$ cat src/design/cdq_pkg.sv
package cdq_pkg;

    // Queue geometry and field widths
    localparam int DEPTH  = 8;
    localparam int DATA_W = 32;
    localparam int OCC_W  = 4;
    localparam int REQ_W  = 3;
    localparam int STAT_W = 2;

    // Request codes
    typedef enum logic [REQ_W-1:0] {
        REQ_PUSH_F = 3'd0,
        REQ_PUSH_R = 3'd1,
        REQ_POP_F  = 3'd2,
        REQ_POP_R  = 3'd3,
        REQ_PEEK_F = 3'd4,
        REQ_PEEK_R = 3'd5
    } t_req;

    // Result status codes
    typedef enum logic [STAT_W-1:0] {
        ST_OK        = 2'd0,
        ST_OVERFLOW  = 2'd1,
        ST_UNDERFLOW = 2'd2
    } t_status;

    // Operation broadcast to every cell of the row
    typedef enum logic [2:0] {
        OP_HOLD   = 3'd0,
        OP_SHR    = 3'd1,
        OP_SHL    = 3'd2,
        OP_PUSH_R = 3'd3,
        OP_POP_R  = 3'd4
    } t_cell_op;

endpackage

$ cat src/design/cdq_cell.sv
module cdq_cell import cdq_pkg::*; (
    input  logic              i_clk,
    input  logic              i_rst_n,
    input  t_cell_op          i_op,
    input  logic [DATA_W-1:0] i_push_value,
    input  logic              i_left_valid,
    input  logic [DATA_W-1:0] i_left_data,
    input  logic              i_right_valid,
    input  logic [DATA_W-1:0] i_right_data,
    output logic              o_valid,
    output logic [DATA_W-1:0] o_data,
    output logic              o_is_rear
);

    logic              r_valid;
    logic              n_valid;
    logic [DATA_W-1:0] r_data;
    logic [DATA_W-1:0] n_data;

    // Pick the next word: take from a neighbor, load the pushed item, or hold
    always_comb begin
        n_valid = r_valid;
        n_data  = r_data;
        case (i_op)
            OP_SHR: begin
                n_valid = i_left_valid;
                n_data  = i_left_data;
            end
            OP_SHL: begin
                n_valid = i_right_valid;
                n_data  = i_right_data;
            end
            OP_PUSH_R: begin
                // first empty cell whose left neighbor is occupied (or the front cell) takes the item
                if (!r_valid && i_left_valid) begin
                    n_valid = 1'b1;
                    n_data  = i_push_value;
                end
            end
            OP_POP_R: begin
                // last occupied cell drops its word
                if (r_valid && !i_right_valid) begin
                    n_valid = 1'b0;
                end
            end
            default: begin
            end
        endcase
    end

    // Occupied flag
    always_ff @(posedge i_clk) begin
        if (!i_rst_n) begin
            r_valid <= 1'b0;
        end else begin
            r_valid <= n_valid;
        end
    end

    // Stored word
    always_ff @(posedge i_clk) begin
        r_data <= n_data;
    end

    assign o_valid   = r_valid;
    assign o_data    = r_data;
    assign o_is_rear = r_valid && !i_right_valid;

endmodule

$ cat src/design/circular_deque.sv
// A result appears in the cycle after its request is accepted.
// Throughput: one request per cycle unless a result waits with i_out_ready
// low; the output register is refilled while its item is being taken.
// Reset (i_rst_n low at a clock edge) empties the queue and drops any
// pending result; stored words keep whatever they held.
module circular_deque import cdq_pkg::*; (
    input  logic              i_clk,
    input  logic              i_rst_n,
    input  logic              i_in_valid,
    output logic              o_in_ready,
    input  logic [REQ_W-1:0]  i_req_type,
    input  logic [DATA_W-1:0] i_push_value,
    output logic              o_out_valid,
    input  logic              i_out_ready,
    output logic [STAT_W-1:0] o_status,
    output logic [DATA_W-1:0] o_out_value,
    output logic [OCC_W-1:0]  o_occupancy
);

    logic [DEPTH-1:0]  w_valid;
    logic [DATA_W-1:0] w_data [DEPTH];
    logic [DEPTH-1:0]  w_is_rear;
    logic [DEPTH-1:0]  w_left_valid;
    logic [DATA_W-1:0] w_left_data [DEPTH];
    logic [DEPTH-1:0]  w_right_valid;
    logic [DATA_W-1:0] w_right_data [DEPTH];

    logic              w_accept;
    logic              w_full;
    logic              w_empty;
    logic [DATA_W-1:0] w_front;
    logic [DATA_W-1:0] w_rear;
    t_req              w_req;
    t_cell_op          w_op;
    t_cell_op          n_op;

    logic              r_out_valid;
    logic              n_out_valid;
    t_status           r_status;
    t_status           n_status;
    logic [DATA_W-1:0] r_out_value;
    logic [DATA_W-1:0] n_out_value;
    logic [OCC_W-1:0]  r_count;
    logic [OCC_W-1:0]  n_count;

    assign o_in_ready = !r_out_valid || i_out_ready;
    assign w_accept   = i_in_valid && o_in_ready;
    assign w_req      = t_req'(i_req_type);
    assign w_full     = w_valid[DEPTH-1];
    assign w_empty    = !w_valid[0];
    assign w_front    = w_data[0];

    // Gather the rear word from the cell that marks itself as last
    always_comb begin
        w_rear = '0;
        for (int i = 0; i < DEPTH; i++) begin
            w_rear = w_rear | (w_data[i] & {DATA_W{w_is_rear[i]}});
        end
    end

    // Decode the request into a row operation and a result
    always_comb begin
        n_op        = OP_HOLD;
        n_status    = ST_OK;
        n_out_value = '0;
        n_count     = r_count;
        case (w_req)
            REQ_PUSH_F, REQ_PUSH_R: begin
                if (w_full) begin
                    n_status = ST_OVERFLOW;
                end else begin
                    n_op    = (w_req == REQ_PUSH_F) ? OP_SHR : OP_PUSH_R;
                    n_count = r_count + OCC_W'(1);
                end
            end
            REQ_POP_F, REQ_POP_R: begin
                if (w_empty) begin
                    n_status = ST_UNDERFLOW;
                end else begin
                    n_op        = (w_req == REQ_POP_F) ? OP_SHL : OP_POP_R;
                    n_out_value = (w_req == REQ_POP_F) ? w_front : w_rear;
                    n_count     = r_count - OCC_W'(1);
                end
            end
            REQ_PEEK_F, REQ_PEEK_R: begin
                if (w_empty) begin
                    n_status = ST_UNDERFLOW;
                end else begin
                    n_out_value = (w_req == REQ_PEEK_F) ? w_front : w_rear;
                end
            end
            default: begin
            end
        endcase
    end

    // Drive the row only for an accepted item
    assign w_op = w_accept ? n_op : OP_HOLD;

    // Wire each cell to its neighbors; the front cell sees the pushed item
    for (genvar g = 0; g < DEPTH; g++) begin : g_cell
        if (g == 0) begin : g_front
            assign w_left_valid[g] = 1'b1;
            assign w_left_data[g]  = i_push_value;
        end else begin : g_inner
            assign w_left_valid[g] = w_valid[g-1];
            assign w_left_data[g]  = w_data[g-1];
        end
        if (g == DEPTH - 1) begin : g_back
            assign w_right_valid[g] = 1'b0;
            assign w_right_data[g]  = '0;
        end else begin : g_mid
            assign w_right_valid[g] = w_valid[g+1];
            assign w_right_data[g]  = w_data[g+1];
        end

        cdq_cell u_cell (
            .i_clk         (i_clk),
            .i_rst_n       (i_rst_n),
            .i_op          (w_op),
            .i_push_value  (i_push_value),
            .i_left_valid  (w_left_valid[g]),
            .i_left_data   (w_left_data[g]),
            .i_right_valid (w_right_valid[g]),
            .i_right_data  (w_right_data[g]),
            .o_valid       (w_valid[g]),
            .o_data        (w_data[g]),
            .o_is_rear     (w_is_rear[g])
        );
    end

    // Output valid: set on accept, clear when taken
    assign n_out_valid = w_accept ? 1'b1 : (r_out_valid && !i_out_ready);

    // Control state
    always_ff @(posedge i_clk) begin
        if (!i_rst_n) begin
            r_out_valid <= 1'b0;
            r_count     <= '0;
        end else begin
            r_out_valid <= n_out_valid;
            if (w_accept) begin
                r_count <= n_count;
            end
        end
    end

    // Result payload
    always_ff @(posedge i_clk) begin
        if (w_accept) begin
            r_status    <= n_status;
            r_out_value <= n_out_value;
        end
    end

    assign o_out_valid = r_out_valid;
    assign o_status    = r_status;
    assign o_out_value = r_out_value;
    assign o_occupancy = r_count;

`ifndef ASSERT_OFF
    a_count_matches_cells: assert property (@(posedge i_clk) disable iff (!i_rst_n)
        r_count == OCC_W'($countones(w_valid)))
        else $error("occupancy counter disagrees with occupied cells");

    a_count_in_range: assert property (@(posedge i_clk) disable iff (!i_rst_n)
        r_count <= OCC_W'(DEPTH))
        else $error("occupancy exceeds depth");

    a_overflow_on_full: assert property (@(posedge i_clk) disable iff (!i_rst_n)
        w_accept && w_full && (w_req == REQ_PUSH_F || w_req == REQ_PUSH_R)
        |=> o_out_valid && o_status == ST_OVERFLOW && $stable(w_valid))
        else $error("push into full queue not rejected");

    a_pop_shrinks: assert property (@(posedge i_clk) disable iff (!i_rst_n)
        w_accept && !w_empty && (w_req == REQ_POP_F || w_req == REQ_POP_R)
        |=> r_count == $past(r_count) - OCC_W'(1))
        else $error("pop did not remove one word");
`endif

endmodule
$ cat config.mk
export PLATFORM = sky130hd
export DESIGN_NAME = circular_deque
export DESIGN_NICKNAME = d
export VERILOG_FILES = /design/src/design/cdq_pkg.sv /design/src/design/cdq_cell.sv /design/src/design/circular_deque.sv
export SDC_FILE = /design/constraint.sdc
export NUM_CORES = 1
export LEC_CHECK = 0
export BUFFER_PORTS_ARGS = -buffer_cell sky130_fd_sc_hd__buf_2
export CAP_MARGIN = 20
export CORE_ASPECT_RATIO = 0.8
export CORE_MARGIN = 5
export CORE_UTILIZATION = 62
export DETAILED_ROUTE_END_ITERATION = 10
export MAX_ROUTING_LAYER = met4
export PLACE_DENSITY_LB_ADDON = 0.2
export SLEW_MARGIN = 40
export SYNTH_ARGS = -nofsm -noshare
export SYNTH_HDL_FRONTEND = slang
export SYNTH_SLANG_ARGS = --single-unit
$ cat constraint.sdc
create_clock -name i_clk -period 4.9 [get_ports i_clk]
set_input_delay 0.735 -clock i_clk [delete_from_list [all_inputs] [get_ports i_clk]]
set_output_delay 0.735 -clock i_clk [all_outputs]
set_load 0.01 [all_outputs]
==> flow_summary.json, run 1 <==
{
  "yosysMostFrequentCell": "nand3_1",
  "reg2regPathDepth": 5,
  "power_density_nw_per_um2": 334,
  "coreArea_um2": 24500,
  "crit_required_ns": 5.12,
  "ctsHtreeMaxLevel": 1,
  "diodes": 0,
  "clockBufferDepth": 3,
  "cts_hold_buf": 0,
  "final.min_clock_period_ns": 3.59,
  "cp_max_fo": 18,
  "critPathArrivalTime_ns": 3.81,
  "crit_chain": "buf_2 > inv_1 > ha_1 > nand2_1 > a211oi_4 > nand2_2 > a21oi_4 > buf_4",
  "io_buffers": 78,
  "leakagePower_nw": 6.42,
  "routed_via_density": 7.03,
  "finalSetupViolations": 0,
  "yosysSeqAreaShare": 0.576,
  "critPathTopFamily": "compound AO/OA/AOI/OAI gates",
  "cp-end-kind": "flip-flop",
  "cp_num_buf_inv": 3,
  "first_pass_iters": 8,
  "met1_usage": 0.441,
  "use_met2": 0.497,
  "cts_made_buffers": 30,
  "reg2reg_from": "g_cell[0].u_cell.o_valid",
  "avgSynthCellArea_um2": 10.5,
  "cpPeakStageDelay_ns": 0.72,
  "vdd_ir_drop_max_uv": 252,
  "die-height_um": 152,
  "holdPathEnd": "g_cell[0].u_cell.o_data[9]",
  "dieWidth_um": 187,
  "hp-start": "i_push_value[9]",
  "slew_headroom": 0.389,
  "ys_seq_elements": 303,
  "synth_edf_count": 290,
  "r2r_setup_slack_ns": 1.53,
  "dieArea_um2": 28400,
  "groute.layer.met3.usage": 0.0676,
  "synth_cell_types": 62,
  "pin_count": 79,
  "cts_root_buffer": "clkbuf_16",
  "synth_commonest_cells": "361 x nand3_1, 325 x nand2_1, 290 x edfxtp_1, 65 x a22oi_1, 57 x buf_2",
  "async_flop_share": 0,
  "area_growth_pct": 11.3,
  "row_count": 51,
  "cp-start-kind": "primary input",
  "cts.repair.resized": 0,
  "antenna_found_initial": 0,
  "netlist_instances": 1478,
  "overflow": 0,
  "start_util": 0.635,
  "drc_errors": 0,
  "synth.top_cells.by_area": "edfxtp_1 56%, nand3_1 12%, nand2_1 7.8%",
  "holdPathStages": 2,
  "ant_nets": 0,
  "cts_tree": "done",
  "drv_slew": 0,
  "maxCapViolCount": 0,
  "post_drt_wl_per_cell_um": 24.9,
  "dp_hpwl_mm": 26.7,
  "timing.final.crit_share": 0.732,
  "synth_fp_nets": 1524,
  "grt_pass1_vias": 12500,
  "status": "finished, final reports clean",
  "netlist.area_leader.share": 0.560,
  "worst_clock_skew_ns": 0.0149,
  "synth_top_area_cell": "edfxtp_1",
  "tns_ns": 0,
  "grt_first_pass_wirelength_mm": 70.7,
  "cts.clk_slew.worst_paths_ns": 0.06,
  "cp_slowest_cell": "a21oi_4",
  "rsz0062_at_grt": "no",
  "drt_iter0_markers": 2111,
  "routed_wl_mm": 46.1,
  "hold_path_class": "primary input to flip-flop",
  "synth_warnings": 0,
  "netlist_area_um2": 15600,
  "total_power_mw": 5.78,
  "synth_ff_type": "edfxtp_1",
  "crit_type": "primary input to flip-flop",
  "grt_max_degree": 171,
  "cts_setup_buffers": 0,
  "clkLatencyLatePin_ns": 0.56,
  "max_freq_ghz": 0.279,
  "cts.sinks": 303,
  "tightest_slew_ns": 0.915,
  "gp_congestion": 0.872,
  "drive_gt1_frac": 0.172,
  "grt-busiest-layer": "met2",
  "r2r-end": "g_cell[0].u_cell.o_data[5]",
  "grt_use_total": 0.326,
  "hold_viol": 0,
  "via_count": 13000,
  "nets": 1558
}
## worst max-delay path by stage
stage,from,end,slack (ns),cells past startpoint
after floorplan,i_req_type[2],g_cell[0].u_cell.o_data[0],1.07,7
after global placement,i_req_type[2],g_cell[0].u_cell.o_data[9],0.99,9
after detailed placement,i_req_type[2],g_cell[0].u_cell.o_data[7],0.85,8
after CTS,i_req_type[2],g_cell[0].u_cell.o_data[24],1.45,9
after global routing,i_req_type[2],g_cell[0].u_cell.o_data[8],1.17,8
final,i_req_type[2],g_cell[0].u_cell.o_data[5],1.31,8
## power breakdown
group          leakage, nW  total, mW  switching, mW  internal [mW]
Sequential            2.79       3.03         0.0645           2.96
Clock                0.467       2.21          0.978           1.23
Combinational         3.16      0.541          0.359          0.182
Total                 6.42       5.78           1.40           4.38
## sequential cells by signal, summed over array words and instances, names as in the netlist
name / flops
g_cell.u_cell.o_data: 256
g_cell.u_cell.o_valid: 8
o_occupancy: 4
o_out_valid: 1
o_out_value: 32
o_status: 2
## logic make-up (layout without fill, tap and decap cells)
group                    Yosys count  count (layout)  share of synthesized area
adder cells (fa/ha/maj)            7               7                    0.00611
buffers and inverters            126             181                     0.0384
XOR/XNOR                           3               3                    0.00169
flip-flops                       303             303                      0.576
multiplexers                      39              39                     0.0287
AO/OA/AOI/OAI                    261             261                      0.134
AND/OR/NAND/NOR                  739             739                      0.215
## stage by stage
step / hold slack (ns) / utilization / std cells / setup slack [ns] / instance area (µm²)
after floorplan: 0.479 / - / 1478 / 1.07 / 15600
after CTS: 0.475 / 0.706 / 1851 / 1.45 / 17300
after detailed placement: 0.498 / 0.668 / 1798 / 0.853 / 16400
after global routing: 0.493 / 0.706 / 1851 / 1.17 / 17300
after global placement: 0.464 / 0.663 / 1792 / 0.988 / 16300
final: 0.490 / 0.706 / 1851 / 1.31 / 17300
## final cells by class
class | instances | area [µm²]
fill | 1770 | 7190
clock buffer | 41 | 873
inverter | 9 | 33.8
clock inverter | 12 | 55.1
tap | 318 | 398
multi-input combinational | 1049 | 6160
sequential | 303 | 8970
timing repair buffer | 119 | 821
## worst reg2reg max path, stage by stage, from the launching register on
cell and delay (ns):
dfxtp_1 0.50, nand2_1 0.25, a211oi_4 0.68, nand2_2 0.36
a21oi_4 0.73, buf_4 0.50
## cells in the final DEF, fill, tap and decap left out, drive strengths merged, types with 2 or more instances in the layout
| cell | instances |
|---|---|
| nand3 | 362 |
| nand2 | 326 |
| edfxtp | 290 |
| buf | 118 |
| a22oi | 65 |
| clkbuf | 42 |
| a21boi | 38 |
| a221oi | 34 |
| a31o | 34 |
| a22o | 32 |
| mux2 | 32 |
| nor2 | 22 |
| a31oi | 15 |
| dfxtp | 13 |
| clkinv | 12 |
| inv | 9 |
| nor2b | 9 |
| a21oi | 9 |
| mux2i | 7 |
| ha | 6 |
| a211oi | 6 |
| o21ai | 5 |
| o211a | 5 |
| and2 | 4 |
| o311a | 4 |
| xnor2 | 3 |
| nor3 | 3 |
| nand2b | 2 |
| o211ai | 2 |
| a21o | 2 |
| or3 | 2 |
| a311oi | 2 |
| nor4 | 2 |
| o41ai | 2 |
| nand3b | 2 |
## layer usage
layer,vias up,share of wire
li1,5652,-
met1,6138,0.38
met2,1064,0.45
met3,164,0.13
met4,0,0.038
met5,-,0
No activity file was read; power rests on OpenSTA's default activity.
==> inputs of run 2 (changes only) <==
--- a/config.mk
+++ b/config.mk
@@ -9,7 +9,7 @@
 export CAP_MARGIN = 20
 export CORE_ASPECT_RATIO = 0.8
 export CORE_MARGIN = 5
-export CORE_UTILIZATION = 62
+export CORE_UTILIZATION = 56
 export DETAILED_ROUTE_END_ITERATION = 10
 export MAX_ROUTING_LAYER = met4
 export PLACE_DENSITY_LB_ADDON = 0.2
==> constraint.sdc (replaced) <==
create_clock -name i_clk -period 3.3 [get_ports i_clk]
set_input_delay 0.495 -clock i_clk [delete_from_list [all_inputs] [get_ports i_clk]]
set_output_delay 0.495 -clock i_clk [all_outputs]
set_load 0.01 [all_outputs]
==> run 2 against run 1 <==
Compared with the run above:
- register-to-register slack worse by 0.66 ns
- die area is 10% higher
- combinational power is 49% higher
- largest cell class unchanged
- clock skew is 0.00087 ns higher
- sequential share of layout area is 0.86 points lower
- critical path depth is 2 lower
- power is 53% higher
- clock power is 62% higher
- highest routed layer unchanged
- global-route usage is 3.7 points lower
- wire length is 1.7% lower
- sequential cell count stayed put
==> flow_summary.json, run 2 (synthesis gave the netlist of run 1 again) <==
{
  "cts_root_buffer": "clkbuf_16",
  "grt_pass1_vias": 12100,
  "vdd_ir_drop_max_uv": 436,
  "dp_hpwl_mm": 25.6,
  "layout_commonest_cell": "nand3_1",
  "total_power_mw": 8.87,
  "overflow": 0,
  "dieArea_um2": 31200,
  "grt_first_pass_wirelength_mm": 70.4,
  "post_drt_wl_per_cell_um": 23.8,
  "antenna_found_initial": 0,
  "cts.clk_slew.worst_paths_ns": 0.06,
  "first_pass_iters": 7,
  "tightest_slew_ns": 0.738,
  "drc_errors": 0,
  "cts.sinks": 303,
  "cp_num_buf_inv": 1,
  "critPathTopFamily": "flip-flops",
  "clockBufferDepth": 3,
  "drv_slew": 0,
  "crit_required_ns": 3.61,
  "power_density_nw_per_um2": 504,
  "largest_register_ff_count": 256,
  "diodes": 0,
  "cp-start-kind": "flip-flop",
  "cp_max_fo": 32,
  "row_count": 54,
  "maxCapViolCount": 0,
  "cp-end-kind": "flip-flop",
  "pin_count": 79,
  "cts_tree": "done",
  "ant_nets": 0,
  "gp_congestion": 0.898,
  "top_layer_used": "met4",
  "fill_cells": 2180,
  "dr_wl_met2_mm": 20.2,
  "rsz0062_at_grt": "no",
  "ctsHtreeMaxLevel": 1,
  "drive_gt1_frac": 0.173,
  "worst_clock_skew_ns": 0.0157,
  "cp_slowest_cell": "dfxtp_1",
  "wl_met3_mm": 5.10,
  "critPathArrivalTime_ns": 2.74,
  "max_freq_ghz": 0.412,
  "dieWidth_um": 196,
  "hold_ws_ns": 0.243,
  "nets": 1566,
  "drt_iter0_markers": 1708,
  "coreArea_um2": 27300,
  "clkLatencyLatePin_ns": 0.57,
  "grt_use_total": 0.289,
  "die-height_um": 159,
  "slew_headroom": 0.508,
  "cts_made_buffers": 31,
  "crit_type": "flip-flop to flip-flop",
  "routed_wl_mm": 45.3,
  "grt_max_degree": 164,
  "start_util": 0.570,
  "cpPeakStageDelay_ns": 0.53,
  "status": "finished, final reports clean",
  "regArea_um2": 8970,
  "io_buffers": 78,
  "finalSetupViolations": 0,
  "leakagePower_nw": 6.51,
  "final_cell_mix": "361 x nand3_1, 324 x nand2_1, 290 x edfxtp_1",
  "wl_met1_mm": 18.7,
  "timing.final.crit_share": 0.736,
  "area_growth_pct": 13.1,
  "via_count": 12800,
  "cts.repair.resized": 0,
  "routed_via_density": 6.69,
  "final.min_clock_period_ns": 2.43,
  "hold_viol": 0,
  "crit_chain": "nand2_1 > a211oi_4 > nand2_4 > nor2_4 > buf_12 > mux2_2",
  "tns_ns": 0,
  "multiInputGateArea_um2": 6130,
  "cts_setup_buffers": 0,
  "hold_path_class": "primary input to flip-flop",
  "cts_hold_buf": 0
}
run 2: final timing paths:
check	start	endpoint	slack [ns]	cells past startpoint
worst max register to register	g_cell[0].u_cell.o_valid	g_cell[0].u_cell.o_data[9]	0.87	6
worst min register to register	o_occupancy[3]	o_occupancy[3]	0.50	2
worst min-delay path	i_push_value[25]	g_cell[0].u_cell.o_data[25]	0.24	2
worst max-delay path	g_cell[0].u_cell.o_valid	g_cell[0].u_cell.o_data[9]	0.87	6
run 2: layer usage:
layer | vias up | GRT usage
met2 | 841 | 0.412
met1 | 6124 | 0.432
met3 | 113 | 0.0459
li1 | 5679 | -
met4 | 0 | 0.0806
met5 | - | -
run 2: cell type report:
cell class / instances / area share
repair buffers: 126 / 0.0561
multi-input cells: 1049 / 0.349
inverters: 9 / 0.00192
well taps: 364 / 0.0259
flip-flops and latches: 303 / 0.510
clock inverters: 19 / 0.0124
clock buffers: 38 / 0.0456
run 2: power breakdown:
group          internal, mW  switching (mW)  total [mW]
clock                  2.11            1.47        3.57
sequential             4.40          0.0974        4.50
combinational         0.282           0.523       0.805
run 2: stage by stage:
step / util / setup slack, ns / instances / area [µm²]
2_1_floorplan: - / 0.0116 / 1478 / 15600
3_3_place_gp: 0.606 / 0.328 / 1850 / 16500
3_5_place_dp: 0.606 / 0.369 / 1850 / 16600
4_1_cts: 0.644 / 0.588 / 1907 / 17600
5_1_grt: 0.645 / 0.740 / 1908 / 17600
6_report: 0.645 / 0.871 / 1908 / 17600
==> inputs of run 3 (changes only) <==
--- a/config.mk
+++ b/config.mk
@@ -9,7 +9,7 @@
 export CAP_MARGIN = 20
 export CORE_ASPECT_RATIO = 0.8
 export CORE_MARGIN = 5
-export CORE_UTILIZATION = 56
+export CORE_UTILIZATION = 62
 export DETAILED_ROUTE_END_ITERATION = 10
 export MAX_ROUTING_LAYER = met4
 export PLACE_DENSITY_LB_ADDON = 0.2
==> constraint.sdc (replaced) <==
create_clock -name i_clk -period 2.3 [get_ports i_clk]
set_input_delay 0.345 -clock i_clk [delete_from_list [all_inputs] [get_ports i_clk]]
set_output_delay 0.345 -clock i_clk [all_outputs]
set_load 0.01 [all_outputs]
==> run 3 against run 2 <==
Compared with the run above:
- worst setup slack worse by 0.75 ns
- sequential share of layout area down 1.1 points
- final cell count down 0.73%
- sequential cell count unchanged
- design area up 2.2%
- hold slack worse by 0.14 ns
- power up 42%
- critical endpoint is now o_out_value[6]
- largest power group unchanged
- highest routed layer unchanged
==> flow_summary.json, run 3 (synthesis gave the netlist of run 1 again) <==
{
  "pin_count": 79,
  "grt_max_degree": 120,
  "reg2regPathDepth": 7,
  "slew_headroom": 0.613,
  "overflow": 0,
  "power_density_nw_per_um2": 699,
  "cts.clk_slew.worst_paths_ns": 0.06,
  "routed_via_density": 7.02,
  "largest_register_ff_count": 256,
  "dieWidth_um": 187,
  "antenna_found_initial": 0,
  "via_count": 13300,
  "worst_clock_skew_ns": 0.0162,
  "drt_iter0_markers": 1903,
  "cp-start-kind": "flip-flop",
  "dieArea_um2": 28400,
  "clockBufferDepth": 3,
  "timing.final.crit_share": 0.947,
  "fin_util": 0.734,
  "tightest_slew_ns": 0.581,
  "ctsHtreeMaxLevel": 1,
  "hold_path_class": "primary input to flip-flop",
  "final.min_clock_period_ns": 2.18,
  "cpPeakStageDelay_ns": 0.40,
  "cts_setup_buffers": 0,
  "grt_use_total": 0.329,
  "grt_first_pass_wirelength_mm": 72.0,
  "hold_viol": 0,
  "cp_slowest_cell": "buf_4",
  "cts_tree": "done",
  "first_pass_iters": 7,
  "drc_errors": 0,
  "dp_hpwl_mm": 26.2,
  "routed_wl_mm": 46.2,
  "coreArea_um2": 24500,
  "drv_slew": 0,
  "ant_nets": 0,
  "cts_hold_buf": 0,
  "diodes": 0,
  "max_freq_ghz": 0.459,
  "grt_pass1_vias": 12800,
  "die-height_um": 152,
  "cp-end-kind": "flip-flop",
  "rsz0062_at_grt": "no",
  "cts.repair.resized": 0,
  "crit_chain": "buf_4 > nor2b_4 > buf_12 > a22o_1 > a221oi_1 > a31o_2 > a21boi_0",
  "critPathArrivalTime_ns": 2.46,
  "area_growth_pct": 15.6,
  "critPathTopFamily": "compound AO/OA/AOI/OAI gates",
  "worst_slack_ns": 0.121,
  "holdPathStages": 2,
  "layout_commonest_cell": "nand3_1",
  "post_drt_wl_per_cell_um": 24.4,
  "nets": 1601,
  "holdPathEnd": "g_cell[0].u_cell.o_data[25]",
  "leakagePower_nw": 6.73,
  "drive_gt1_frac": 0.192,
  "r2r_setup_slack_ns": 0.12,
  "hp-start": "i_push_value[25]",
  "tns_ns": 0,
  "reg2reg_from": "g_cell[7].u_cell.o_valid",
  "row_count": 51,
  "status": "finished, final reports clean",
  "maxCapViolCount": 0,
  "vdd_ir_drop_max_uv": 661,
  "crit_required_ns": 2.58,
  "io_buffers": 78,
  "cp_num_buf_inv": 2,
  "cts_made_buffers": 30,
  "crit_type": "flip-flop to flip-flop",
  "clkLatencyLatePin_ns": 0.57,
  "cts_root_buffer": "clkbuf_16",
  "r2r-end": "o_out_value[6]",
  "post-place-ws_ns": -0.0652,
  "cts.sinks": 303,
  "cp_max_fo": 32,
  "gp_congestion": 0.877,
  "start_util": 0.635,
  "final_cell_mix": "361 x nand3_1, 323 x nand2_1, 290 x edfxtp_1",
  "finalSetupViolations": 0
}
[run 3: power breakdown]
part	total, mW	internal [mW]	switching (mW)
registers	6.45	6.31	0.138
logic	1.25	0.470	0.780
clock network	4.88	2.78	2.09
[run 3: area by class of cell]
class / count / area [µm²]
Fill cell: 1712 / 6510
Timing Repair Buffer: 162 / 1500
Clock inverter: 14 / 140
Clock buffer: 39 / 806
Tap cell: 318 / 398
Sequential cell: 303 / 8970
Inverter: 9 / 33.8
Multi-Input combinational cell: 1049 / 6150
[run 3: stage by stage]
step                      area (µm²)  power (mW)  cells  hold slack, ns
after floorplan                15600        7.26   1478           0.471
after global placement         17000        7.73   1841           0.471
after detailed placement       17000        7.78   1841           0.484
after CTS                      18000        12.6   1894          0.0918
after global routing           18000        12.9   1894          0.0950
final                          18000        12.6   1894          0.0993
[run 3: how the worst max path moves through the flow]
stage | depth (start not counted) | endpoint | slack [ns] | from
after floorplan | 6 | g_cell[0].u_cell.o_data[0] | 0.008 | i_req_type[2]
after global placement | 10 | o_out_value[31] | -0.05 | i_req_type[2]
after detailed placement | 10 | o_out_value[31] | -0.07 | i_req_type[2]
after CTS | 7 | o_out_value[31] | 0.17 | g_cell[2].u_cell.o_valid
after global routing | 8 | g_cell[1].u_cell.o_data[26] | 0.08 | o_out_valid
final | 7 | o_out_value[6] | 0.12 | g_cell[7].u_cell.o_valid
[run 3: per-layer routing]
layer,GRT usage,routed length [µm],up-vias
li1,-,-,5744
met1,0.451,17200,6241
met2,0.499,20900,1109
met3,0.0605,6210,194
met4,0.126,1900,0
met5,-,0,-
[run 3: worst register-to-register path, stage by stage, from the launching register on]
cell and delay, ns:
dfxtp_2 0.38, buf_4 0.40, nor2b_4 0.09, buf_12 0.20
a22o_1 0.27, a221oi_1 0.24, a31o_2 0.21, a21boi_0 0.12
